===== config.mk =====
export PLATFORM = sky130hd
export DESIGN_NAME = lsb_first_bit_reader
export DESIGN_NICKNAME = d
export VERILOG_FILES = /design/src/sv/lsbr_pkg.sv /design/src/sv/lsbr_ram.sv /design/src/sv/lsb_first_bit_reader.sv
export SDC_FILE = /design/constraint.sdc
export NUM_CORES = 2
export LEC_CHECK = 0
export ABC_CLOCK_PERIOD_IN_PS = 5500
export BUFFER_PORTS_ARGS = -buffer_cell sky130_fd_sc_hd__clkbuf_2
export CAP_MARGIN = 20
export CORE_UTILIZATION = 50
export CTS_CLUSTER_SIZE = 8
export DETAILED_ROUTE_END_ITERATION = 12
export PLACE_DENSITY = 0.69
export SLEW_MARGIN = 20
export SYNTH_ARGS = -nofsm -noshare
export SYNTH_HDL_FRONTEND = slang
export SYNTH_SLANG_ARGS = --single-unit
export TNS_END_PERCENT = 10

===== constraint.sdc =====
create_clock -name clk -period 5.5 [get_ports clk]
set_clock_uncertainty 0.05 [all_clocks]
set_input_delay 0.825 -clock clk [delete_from_list [all_inputs] [get_ports clk]]
set_output_delay 0.825 -clock clk [all_outputs]
set_load 0.01 [all_outputs]

===== src/sv/lsbr_pkg.sv =====
// Shared definitions for the LSB-first bit reader: opcodes, status codes
// and default sizes. No dependencies.
`default_nettype none

package lsbr_pkg;

	localparam int BUFFER_BYTES_DEF  = 256;
	localparam int MAX_RUN_BYTES_DEF = 64;

	// widest bit read and the bits per byte
	localparam int MAX_READ_BITS = 32;
	localparam int BYTE_BITS     = 8;

	// run counter holds up to 127, enough for a run of 64
	localparam int RUN_W = 7;

	typedef enum logic [2:0] {
		OP_LOAD   = 3'd0,
		OP_BITS   = 3'd1,
		OP_BYTE   = 3'd2,
		OP_HALF   = 3'd3,
		OP_WORD   = 3'd4,
		OP_RUN    = 3'd5,
		OP_SKIP   = 3'd6,
		OP_REWIND = 3'd7
	} op_t;

	typedef enum logic [1:0] {
		STS_OK        = 2'd0,
		STS_UNDERFLOW = 2'd1,
		STS_TOO_LARGE = 2'd2
	} status_t;

endpackage

`default_nettype wire


===== src/sv/lsbr_ram.sv =====
// Generic single-port-write, single-port-read RAM with registered read data.
// Self-contained; used for the byte buffer of the bit reader.
`default_nettype none

module lsbr_ram #(
	parameter int WIDTH = 8,
	parameter int DEPTH = 256
) (
	input  logic                     clk,
	input  logic                     we,
	input  logic [$clog2(DEPTH)-1:0] waddr,
	input  logic [WIDTH-1:0]         wdata,
	input  logic                     re,
	input  logic [$clog2(DEPTH)-1:0] raddr,
	output logic [WIDTH-1:0]         rdata
);

	logic [WIDTH-1:0] mem_q [DEPTH];

	always_ff @(posedge clk) begin
		if (we) begin
			mem_q[waddr] <= wdata;
		end
		if (re) begin
			rdata <= mem_q[raddr];
		end
	end

endmodule

`default_nettype wire


===== src/sv/lsb_first_bit_reader.sv =====
// Top level of the LSB-first bit reader: cursor, sequencer and result register.
// Depends on lsbr_pkg and lsbr_ram.
`default_nettype none

// Reads bits (LSB first), bytes, little-endian halves and words, byte runs
// and skips from a byte buffer that load items fill. A load gives no result.
// A read of n buffer bytes (bit read: the bytes the bits touch, up to five;
// byte/half/word: 1, 2 or 4) is fetched through the single read port of the
// buffer memory, one byte per cycle, and passes from the fetch state through
// the done state into the result register. A run of N bytes gives N results,
// one per byte, each read from the buffer before it is handed out. Skip,
// rewind, a zero-count read and every error give their one result in the
// cycle after the item is taken. Items are taken only when the sequencer is
// idle and the result register is free or being emptied. Errors leave the
// cursor as it was. The length register can be written at any time the
// block is idle; cfg_ready is always high.
module lsb_first_bit_reader
	import lsbr_pkg::*;
#(
	parameter int BUFFER_BYTES  = BUFFER_BYTES_DEF,
	parameter int MAX_RUN_BYTES = MAX_RUN_BYTES_DEF
) (
	input  logic        clk,
	input  logic        arst_n,

	input  logic        cfg_valid,
	output logic        cfg_ready,
	input  logic [8:0]  cfg_data,

	input  logic        item_valid,
	output logic        item_stall,
	input  logic [2:0]  opcode,
	input  logic [8:0]  count,
	input  logic        sign_extend,
	input  logic [7:0]  load_address,
	input  logic [7:0]  load_data,

	output logic        result_valid,
	input  logic        result_stall,
	output logic [31:0] value,
	output logic [1:0]  status,
	output logic        last,
	output logic [8:0]  position,
	output logic [8:0]  remaining,
	output logic        has_more
);

	localparam int AW     = $clog2(BUFFER_BYTES);
	localparam int XW     = (AW > 10) ? AW : 10;
	localparam int WIN_W  = 5 * BYTE_BITS;
	localparam logic [8:0] BUF9    = 9'(BUFFER_BYTES);
	localparam logic [8:0] MAX_RUN = 9'(MAX_RUN_BYTES);
	localparam logic [8:0] MAX_BITS = 9'(MAX_READ_BITS);

	typedef enum logic [4:0] {
		S_IDLE    = 5'b00001,
		S_FETCH   = 5'b00010,
		S_DONE    = 5'b00100,
		S_RUN_RD  = 5'b01000,
		S_RUN_OUT = 5'b10000
	} state_t;

	state_t state_q, state_d;

	logic [8:0]       len_q;
	logic [8:0]       pos_q, pos_d;
	logic [2:0]       bo_q, bo_d;
	logic [2:0]       iss_q, iss_d;
	logic [2:0]       need_q, need_d;
	logic [WIN_W-1:0] win_q, win_d;
	logic [RUN_W-1:0] left_q, left_d;
	op_t              op_q, op_d;
	logic [5:0]       cnt_q, cnt_d;
	logic             sx_q, sx_d;
	logic             rd_s1, rd_d;
	logic [2:0]       rdidx_s1, rdidx_d;

	logic             result_valid_q;
	logic [31:0]      value_q;
	logic [1:0]       status_q;
	logic             last_q;
	logic [8:0]       position_q;
	logic [8:0]       remaining_q;
	logic             has_more_q;

	logic [8:0]  eff;
	logic        out_free;
	logic        accept;
	op_t         op_in;
	logic [5:0]  bits_sum_in;
	logic [2:0]  need_bits;
	logic [12:0] bits_total;
	logic        bits_over;
	logic [8:0]  fit_n;
	logic [2:0]  need_fix;
	logic        fit;
	logic        load_ok;
	logic [5:0]  bits_end;
	logic [8:0]  done_pos;
	logic [WIN_W-1:0] shifted;
	logic [WIN_W-1:0] mask;
	logic [31:0] done_val;

	logic        emit;
	logic [31:0] e_val;
	status_t     e_sts;
	logic        e_last;
	logic [8:0]  e_pos;
	logic [8:0]  e_rem;

	logic          mem_we;
	logic          mem_re;
	logic [2:0]    off;
	logic [9:0]    rsum;
	logic [XW-1:0] raddr_x;
	logic [XW-1:0] waddr_x;
	logic [7:0]    rdata;

	assign cfg_ready = 1'b1;

	// clamp the length register to the buffer size
	assign eff = (32'(len_q) < 32'(BUFFER_BYTES)) ? len_q : BUF9;

	assign out_free   = !result_valid_q || !result_stall;
	assign item_stall = !((state_q == S_IDLE) && out_free);
	assign accept     = item_valid && !item_stall;
	assign op_in      = op_t'(opcode);

	assign bits_sum_in = 6'(bo_q) + count[5:0];
	assign need_bits   = 3'((bits_sum_in + 6'd7) >> 3);
	assign bits_total  = {1'b0, pos_q, bo_q} + 13'(count);
	assign bits_over   = bits_total > {1'b0, eff, 3'b000};

	always_comb begin
		case (op_in)
			OP_BYTE: fit_n = 9'd1;
			OP_HALF: fit_n = 9'd2;
			OP_WORD: fit_n = 9'd4;
			default: fit_n = count;
		endcase
	end
	assign need_fix = fit_n[2:0];
	assign fit      = (10'(pos_q) + 10'(fit_n)) <= 10'(eff);
	assign load_ok  = 32'(load_address) < 32'(BUFFER_BYTES);

	assign bits_end = 6'(bo_q) + cnt_q;
	assign done_pos = (op_q == OP_BITS) ? pos_q + 9'(bits_end >> 3) : pos_q + 9'(need_q);
	assign shifted  = win_q >> bo_q;
	assign mask     = (WIN_W'(1) << cnt_q) - WIN_W'(1);

	always_comb begin
		case (op_q)
			OP_BITS: done_val = 32'(shifted & mask);
			OP_BYTE: done_val = {{24{sx_q & win_q[7]}}, win_q[7:0]};
			OP_HALF: done_val = {{16{sx_q & win_q[15]}}, win_q[15:0]};
			OP_WORD: done_val = win_q[31:0];
			default: done_val = '0;
		endcase
	end

	always_comb begin
		state_d = state_q;
		pos_d   = pos_q;
		bo_d    = bo_q;
		iss_d   = iss_q;
		need_d  = need_q;
		win_d   = win_q;
		left_d  = left_q;
		op_d    = op_q;
		cnt_d   = cnt_q;
		sx_d    = sx_q;
		rd_d    = 1'b0;
		rdidx_d = rdidx_s1;
		emit    = 1'b0;
		e_val   = '0;
		e_sts   = STS_OK;
		e_last  = 1'b1;
		e_pos   = pos_q;
		mem_we  = 1'b0;
		mem_re  = 1'b0;
		off     = '0;

		case (state_q)
			S_IDLE: begin
				if (accept) begin
					op_d  = op_in;
					cnt_d = count[5:0];
					sx_d  = sign_extend;
					iss_d = '0;
					win_d = '0;
					case (op_in)
						OP_LOAD: begin
							mem_we = load_ok;
						end
						OP_BITS: begin
							if (count > MAX_BITS) begin
								emit  = 1'b1;
								e_sts = STS_TOO_LARGE;
							end else if (bits_over) begin
								emit  = 1'b1;
								e_sts = STS_UNDERFLOW;
							end else if (count == 9'd0) begin
								emit = 1'b1;
							end else begin
								need_d  = need_bits;
								state_d = S_FETCH;
							end
						end
						OP_BYTE, OP_HALF, OP_WORD: begin
							if (!fit) begin
								emit  = 1'b1;
								e_sts = STS_UNDERFLOW;
							end else begin
								need_d  = need_fix;
								state_d = S_FETCH;
							end
						end
						OP_RUN: begin
							if (count > MAX_RUN) begin
								emit  = 1'b1;
								e_sts = STS_TOO_LARGE;
							end else if (!fit) begin
								emit  = 1'b1;
								e_sts = STS_UNDERFLOW;
							end else if (count == 9'd0) begin
								emit = 1'b1;
							end else begin
								left_d  = RUN_W'(count);
								state_d = S_RUN_RD;
							end
						end
						OP_SKIP: begin
							emit = 1'b1;
							if (!fit) begin
								e_sts = STS_UNDERFLOW;
							end else begin
								pos_d = pos_q + count;
								e_pos = pos_d;
							end
						end
						OP_REWIND: begin
							emit  = 1'b1;
							pos_d = '0;
							bo_d  = '0;
							e_pos = '0;
						end
						default: ;
					endcase
				end
			end
			S_FETCH: begin
				// issue one byte per cycle, capture it in the cycle after
				if (iss_q < need_q) begin
					mem_re  = 1'b1;
					off     = iss_q;
					rd_d    = 1'b1;
					rdidx_d = iss_q;
					iss_d   = iss_q + 3'd1;
				end
				if (rd_s1) begin
					win_d[{rdidx_s1, 3'b000} +: 8] = rdata;
					if (rdidx_s1 == need_q - 3'd1) begin
						state_d = S_DONE;
					end
				end
			end
			S_DONE: begin
				if (out_free) begin
					emit  = 1'b1;
					e_val = done_val;
					e_pos = done_pos;
					pos_d = done_pos;
					if (op_q == OP_BITS) begin
						bo_d = bits_end[2:0];
					end
					state_d = S_IDLE;
				end
			end
			S_RUN_RD: begin
				mem_re  = 1'b1;
				state_d = S_RUN_OUT;
			end
			S_RUN_OUT: begin
				// advance the cursor one byte per transfer
				if (out_free) begin
					emit    = 1'b1;
					e_val   = {24'b0, rdata};
					e_last  = (left_q == RUN_W'(1));
					e_pos   = pos_q + 9'd1;
					pos_d   = e_pos;
					left_d  = left_q - RUN_W'(1);
					state_d = e_last ? S_IDLE : S_RUN_RD;
				end
			end
			default: begin
				state_d = S_IDLE;
			end
		endcase
	end

	assign e_rem = (e_pos < eff) ? eff - e_pos : 9'd0;

	assign rsum    = {1'b0, pos_q} + 10'(off);
	assign raddr_x = XW'(rsum);
	assign waddr_x = XW'(load_address);

	lsbr_ram #(
		.WIDTH(BYTE_BITS),
		.DEPTH(BUFFER_BYTES)
	) u_buf (
		.clk  (clk),
		.we   (mem_we),
		.waddr(waddr_x[AW-1:0]),
		.wdata(load_data),
		.re   (mem_re),
		.raddr(raddr_x[AW-1:0]),
		.rdata(rdata)
	);

	always_ff @(posedge clk or negedge arst_n) begin
		if (!arst_n) begin
			state_q        <= S_IDLE;
			len_q          <= '0;
			pos_q          <= '0;
			bo_q           <= '0;
			iss_q          <= '0;
			need_q         <= '0;
			left_q         <= '0;
			op_q           <= OP_LOAD;
			rd_s1          <= 1'b0;
			result_valid_q <= 1'b0;
		end else begin
			state_q <= state_d;
			pos_q   <= pos_d;
			bo_q    <= bo_d;
			iss_q   <= iss_d;
			need_q  <= need_d;
			left_q  <= left_d;
			op_q    <= op_d;
			rd_s1   <= rd_d;
			if (cfg_valid && cfg_ready) begin
				len_q <= cfg_data;
			end
			if (emit) begin
				result_valid_q <= 1'b1;
			end else if (!result_stall) begin
				result_valid_q <= 1'b0;
			end
		end
	end

	always_ff @(posedge clk) begin
		win_q    <= win_d;
		cnt_q    <= cnt_d;
		sx_q     <= sx_d;
		rdidx_s1 <= rdidx_d;
		if (emit) begin
			value_q     <= e_val;
			status_q    <= e_sts;
			last_q      <= e_last;
			position_q  <= e_pos;
			remaining_q <= e_rem;
			has_more_q  <= (e_pos < eff);
		end
	end

	assign result_valid = result_valid_q;
	assign value        = value_q;
	assign status       = status_q;
	assign last         = last_q;
	assign position     = position_q;
	assign remaining    = remaining_q;
	assign has_more     = has_more_q;

endmodule

`default_nettype wire

== After elaboration in Yosys (flattened, before gate mapping) ==
Memories as Yosys holds them, arrays and structs flattened. A register that Yosys moved wholly into a read port is not among the register bits.
Cells that the tools add are included.
W data, S select, Z words.

* Reductions and logical operators: 25
* Order comparisons: 7
* Shift operators: 4
* Muxes and demuxes: 79
* Eq/ne operators: 43
* Add/subtract/negate cells: 16
* Bitwise logic cells: 3

{| class="wikitable"
|+ Operator list
! kind !! number
|-
| $pmux W32 S4 || 1
|-
| $mux W40 || 2
|-
| $pmux W40 S2 || 1
|-
| $pmux W32 S2 || 1
|-
| $mux W5 || 12
|-
| $mux W9 || 6
|-
| $pmux W9 S3 || 2
|-
| $mux W7 || 6
|-
| $bwmux W40 || 1
|-
| $shift A8 B8 Y40 const A || 1
|-
| $shiftx A8 B8 Y40 || 1
|-
| $shr A40 B3 Y32 || 1
|-
| $mux W3 || 12
|-
| $and A32 B32 Y32 || 1
|-
| $mux W32 || 1
|-
| $shl A1 B6 Y32 const A || 1
|-
| $sub A32 B2 Y32 const B || 1
|-
| $ne A2 B2 Y1 const B || 14
|-
| $pmux W5 S5 || 1
|-
| $ne A3 B3 Y1 const B || 7
|-
| $mux W1 || 19
|-
| $add A9 B3 Y9 || 2
|-
| $pmux W3 S2 || 3
|-
| $pmux W9 S2 || 1
|-
| 54 further kinds || 79
|}

* Register bits: 148
* Output and inout port bits: 57
* Memories: 1
* Input port bits: 43
* Memory bits (writable): 2,048

{| class="wikitable"
|+ Memories
! memory !! words !! width !! read ports !! clocked after Yosys merged registers in !! write ports !! RTL line !! RTL
|-
| u_buf.mem_q || 256 || 8 || 1 || 1 || 1 || lsbr_ram.sv:18 || <nowiki>logic [WIDTH-1:0] mem_q [DEPTH];</nowiki>
|}

== Longest topological paths before layout ==
* Depth after elaboration: 10
* Gate-level depth with buffers: 32

== Hierarchy ==
A second synthesis with hierarchy kept.

* Cell total of the unflattened synthesis: 5,090
* Area, all modules: 91,686.7 um^2

{| class="wikitable"
|+ Modules (own cells, without submodules)
! module !! seq. area each (um^2) !! instances !! cells each !! area an instance (um^2)
|-
| lsbr_ram || 61,739.2 || 1 || 3,733 || 79,636.4
|-
| lsb_first_bit_reader || 4,195.3 || 1 || 1,357 || 12,050.3
|}

== Worst setup path before layout ==
No wires, ideal clock.

* Kind: input to register
* From: input port opcode[2]
* To: register remaining_q[3], in the netlist remaining[3] (data pin)
* Slack: -1.323 ns
* Arrival: 6.496 ns
* Library setup time: 0.276 ns
* Stages: 30
* Path buffers: 1
* Data required time: 5.174 ns
* Cell sequence: clkbuf_1 > nand2_1 > a21oi_1 > a221oi_1 > ha_1 > fa_1 > a21o_1 > a21oi_1 > o21bai_1 > a21oi_1 > o21ai_0 > a21oi_1 > xnor2_1 > ha_1 > a21oi_1 > o21ai_0 > o21ai_0 > nand4_1 > or3_1 > a21oi_1 > nor2_1 > or3_1 > ha_1 > a21boi_0 > o21ai_0 > a21boi_0 > o21ai_0 > nand2b_1 > a21oi_1 > nor3_1

* Cells in the longest elaborated chain, start to end: 9

{| class="wikitable"
|+ RTL lines
! what !! RTL line !! RTL
|-
| from (decl) || lsb_first_bit_reader.sv:32 || <nowiki>input logic [2:0] opcode,</nowiki>
|-
| $eq A3 B3 Y1 / $eq A3 B2 Y1 (equally long branches) || lsb_first_bit_reader.sv:135 || <nowiki>case (op_in)</nowiki>
|-
| $pmux W9 S3 || lsb_first_bit_reader.sv:135 ||
|-
| $add A9 B9 Y10 || lsb_first_bit_reader.sv:143 || <nowiki>assign fit = (10'(pos_q) + 10'(fit_n)) <= 10'(eff);</nowiki>
|-
| $le A10 B9 Y1 || lsb_first_bit_reader.sv:143 ||
|-
| $mux W9 || - ||
|-
| $pmux W9 S2 (*) || - ||
|-
| $mux W9 (*) || lsb_first_bit_reader.sv:185 || <nowiki>if (accept) begin</nowiki>
|-
| $pmux W9 S3 (*) || - ||
|-
| $sub A9 B9 Y9 / $lt A9 B9 Y1 (equally long branches) || lsb_first_bit_reader.sv:301 || <nowiki>assign e_rem = (e_pos < eff) ? eff - e_pos : 9'd0;</nowiki>
|-
| to (signal assigned) || lsb_first_bit_reader.sv:362 || <nowiki>remaining_q <= e_rem;</nowiki>
|-
| to (decl) || lsb_first_bit_reader.sv:83 || <nowiki>logic [8:0] remaining_q;</nowiki>
|}

Mark *: on every way between the ends. The rest lies on a longest branch, timed or not.
A chain may end at the register's enable or synchronous reset.

== Final worst setup path ==
* From: register iss_q[1]
* To: register u_buf.rdata[5] (read register of u_buf.mem_q) (data pin)

* Cells in the longest elaborated chain, start to end: 4

{| class="wikitable"
|+ RTL lines
! what !! RTL line !! RTL
|-
| from (decl) || lsb_first_bit_reader.sv:68 || <nowiki>logic [2:0] iss_q, iss_d;</nowiki>
|-
| from (signal assigned) || lsb_first_bit_reader.sv:336 || <nowiki>iss_q <= iss_d;</nowiki>
|-
| $lt A3 B3 Y1 || lsb_first_bit_reader.sv:253 || <nowiki>if (iss_q < need_q) begin</nowiki>
|-
| $mux W3 || lsb_first_bit_reader.sv:253 ||
|-
| $mux W3 || lsb_first_bit_reader.sv:183 || <nowiki>case (state_q)</nowiki>
|-
| $add A8 B3 Y8 || lsb_first_bit_reader.sv:303 || <nowiki>assign rsum = {1'b0, pos_q} + 10'(off);</nowiki>
|-
| to (decl) || lsbr_ram.sv:15 || <nowiki>output logic [WIDTH-1:0] rdata</nowiki>
|}

Parallel ways exist; a longest one is shown, timed or not.

==> reports/metrics.csv <==
stage,metric,value,unit
outcome,status,completed,
timing,worstMarginPinSlew,1.14,ns
drt,ant_nets,0,
worst_setup_path,cp-end-kind,register,
final_layout,finalInstanceArea,0.106,mm^2
global_route,antenna_found_initial,8,
worst_setup_path,reg2reg_from,iss_q[1]$_DFFE_PN0P_,
final_layout,n_fill_cell,13100,
clock_network,clk_path_buf_depth,4,
timing,hold_violations,0,
die,die_h,430,um
logic_synthesis,synth-xor-area-share,0.540,%
min_path,hold_path_class,primary input to register,
drt,wl_met1,93.2,mm
logic_synthesis,yosys_warnings,0,
worst_setup_path,r2r_slack,0.04,ns
logic_synthesis,synthAdderAreaFrac,1.23,%
clock_network,cts-htree-levels,5,
global_route,grt_max_degree,169,
power,power_density,343,mW/mm^2
clock_network,clk_latency,0.91,ns
worst_setup_path,critPathMaxStageDelay,0.85,ns
global_route,grt_pass1_vias,52200,
placement,port_buffers,98,
drt,drt-initial-drc-count,6385,
drt,avgRoutedWirePerCell,29.0,um
timing,timing.final.crit_share,99.3,%
clock_network,cts_inserted_buffers,326,
min_path,holdPathStages,2,
logic_synthesis,synthSimpleGateAreaFrac,6.45,%
logic_synthesis,synthDistinctLibCells,79,
worst_setup_path,cp.required,6.07,ns
global_route,grt-ovfl-total,0,
clock_network,root_buffer,clkbuf_16,
die,die_w,430,um
drt,firstDrtPassIters,6,
worst_setup_path,cp-start-kind,register,
timing,rsz0062_at_grt,true,
drt,met3_length,22.4,mm
logic_synthesis,yosysSeqAreaShare,71.8,%
drt,vias,52000,
min_path,min_to,len_q[4]$_DFFE_PN0P_,
logic_synthesis,syn-cell-area,0.0918,mm^2
final_layout,ff_latch_area,0.0659,mm^2
global_route,grt_pass1_wl,348,mm
power,finalPower,0.0364,W
drt,drc,0,
logic_synthesis,synth_top_family_by_area,multiplexers,
die,io_pins,100,
worst_setup_path,path_max_fanout,43,
clock_network,tritoncts,yes,
logic_synthesis,synth_mux_area_share,14.3,%
worst_setup_path,worstPathCellList,ha_1 > o21ai_0 > nand2b_1 > a21oi_1 > nor2b_2 > and2_1 > ha_4 > fa_4 > buf_12 > buf_16 > buf_4 > mux4_2 > nand2_1 > and3_1 > a31oi_1 > a2111oi_4 > buf_6 > nor3_1 > buf_4 > or3_1,
placement,dpl_cell_area,0.0972,mm^2
logic_synthesis,syn-instance-count,5268,
logic_synthesis,synth_flop_cell,edfxtp_1,
power,leakagePower,34.6,nW
final_layout,drive_above_1_share,25.3,%
logic_synthesis,synth_nets,5396,
power,ir_worst_vdd,0.000338,V
global_route,grt_use_total,25.5,%
logic_synthesis,synth_area_per_cell,17.4,um^2
final_layout,syn2layout_area_growth,15.7,%
logic_synthesis,synth-async-reset-ratio,2.00,%
timing,layout_min_cycle_time,5.46,ns
worst_setup_path,arrival,6.03,ns
timing,setup_viol,0,
timing,max_freq,0.183,GHz
flow_run,timing.max_cap.violations,0,
die,start_util,50.6,%
clock_network,cts.sinks,2203,
min_path,worstHoldStart,cfg_data[4],
logic_synthesis,synth-compound-area-share,3.70,%
final_layout,multi_input_area,0.0247,mm^2
placement,finalWeightedCongestion,0.936,
final_layout,final_common_cell,edfxtp_1,
final_layout,final_nets,5879,
final_layout,layout_common_cells,"edfxtp_1 (2159), nand2_1 (608), mux4_2 (521)",
die,row_count,156,
timing,maxSlewViolCount,0,
logic_synthesis,synth-edff-count,2159,
drt,dr_wl_met2,113,mm
drt,top_layer,met5,
drt,via_per_inst,6.38,
placement,dp_hpwl,143,mm
die,core-area,0.182,mm^2
timing,max_slew_margin,23.9,%
worst_setup_path,path_class,register to register,
worst_setup_path,ff2ff_path_depth,20,
die,die-area,0.185,mm^2
drt,wirelength,237,mm
worst_setup_path,regToRegEndpoint,u_buf.rdata[5]$_DFFE_PP_,
clock_network,clk_transition_reported_paths,0.05,ns
worst_setup_path,cpMostUsedCell,buf_4,
logic_synthesis,ys_ff_latch,2203,
worst_setup_path,cp_slowest_cell,fa_4,
[how the worst max path moves through the flow]
stage / startpoint / end / slack, ns / depth (start not counted)
floorplan: opcode[2] / remaining[3]$_SDFFCE_PP0P_ / -0.40 / 30
global placement: opcode[2] / remaining[3]$_SDFFCE_PP0P_ / -0.84 / 31
detailed placement: opcode[2] / remaining[5]$_SDFFCE_PP0P_ / -0.99 / 33
CTS: opcode[2] / remaining[5]$_SDFFCE_PP0P_ / -0.04 / 33
global route: iss_q[1]$_DFFE_PN0P_ / u_buf.rdata[5]$_DFFE_PP_ / -0.09 / 20
finish: iss_q[1]$_DFFE_PN0P_ / u_buf.rdata[5]$_DFFE_PP_ / 0.04 / 20
[worst max-delay path: cells and delay by family (launching register included)]
family | cells | cell delay (ns)
adder cells (fa/ha/maj) | 3 | 1.32
AND/OR/NAND/NOR | 7 | 1.26
buffers and inverters | 5 | 1.06
AO/OA/AOI/OAI | 4 | 0.66
flip-flops | 1 | 0.43
multiplexers | 1 | 0.29
[routing by layer]
metal / global-route usage, % / vias up
li1: - / 21700
met1: 35.6 / 26800
met2: 39.7 / 2895
met3: 5.35 / 507
met4: 9.92 / 4
met5: 0 / -
[sequential cells by signal, summed over array words and instances, names as in the netlist, 5 cells and up]
name and flops:
cnt_q 6, left_q 7, len_q 9, pos_q 9, position 9, remaining 9, state_q 5, u_buf.mem_q 2048
u_buf.rdata 8, value 32, win_q 39
[cell families after synthesis]
kind of cell	count (synthesis)
flip-flops	2203
AND/OR/NAND/NOR	1386
multiplexers	660
AO/OA/AOI/OAI	521
buffers and inverters	360
adder cells (fa/ha/maj)	86
XOR/XNOR	51
other	1
[power breakdown]
group / switching [W] / internal, W
clock: 0.00657 / 0.0106
combinational: 0.000540 / 0.000202
sequential: 0.00000396 / 0.0185
total: 0.00711 / 0.0293
[Yosys cell counts (all sizes together), types with 9 or more instances]
master	count	area, um^2
mux2i	112	1120
nand2b	13	81.3
nor3	36	180
nand3	154	793
xnor2	32	314
buf	166	1010
nor2	408	1540
mux2	27	304
a211oi	25	188
o21ai	118	591
a32oi	17	149
nor2b	27	169
o21a	12	90.1
and3	48	300
ha	78	976
xor2	19	181
a21oi	146	753
and2	17	106
mux4	521	11700
dfrtp	43	1080
nor4	15	93.8
a22oi	12	90.1
or3	15	93.8
a311oi	45	394
o211ai	17	128
edfxtp	2159	64800
inv	58	218
a2111oi	10	131
a31oi	50	313
a21o	9	67.6
nand4	12	75.1
clkbuf	134	503
o31ai	11	82.6
nand2	621	2340
[layout make-up]
cell class,instances,share of cell area (%)
multi-input cells,2707,23.2
clock buffers,345,7.88
diodes,4,0.00943
well taps,2370,2.79
clock inverters,10,0.0955
flip-flops and latches,2203,62.1
repair buffers,453,3.64
inverters,60,0.213
[metrics by stage]
step | setup WS [ns] | TNS, ns | util [%] | hold WS, ns | instances
5_1_grt | -0.0940 | -0.401 | 58.5 | 0.0823 | 8151
4_1_cts | -0.0381 | -0.166 | 58.2 | 0.0451 | 8134
2_1_floorplan | -0.400 | -20.47 | - | 0.424 | 5268
3_3_place_gp | -0.836 | -8.41 | 53.5 | 0.439 | 7775
3_5_place_dp | -0.994 | -9.93 | 53.5 | 0.447 | 7777
6_report | 0.0365 | 0 | 58.5 | 0.0962 | 8152
[timing repair]
item / in CTS / in global routing
resized for setup: 10 / 61
setup endpoints to repair: 14 / 72
hold buffers: 2 / 0
endpoints found under the hold margin: 44 / 0
buffers inserted: 0 / 12
pin swaps: 6 / 13
cloned: 0 / 2
(Power assumes the default switching activity.)
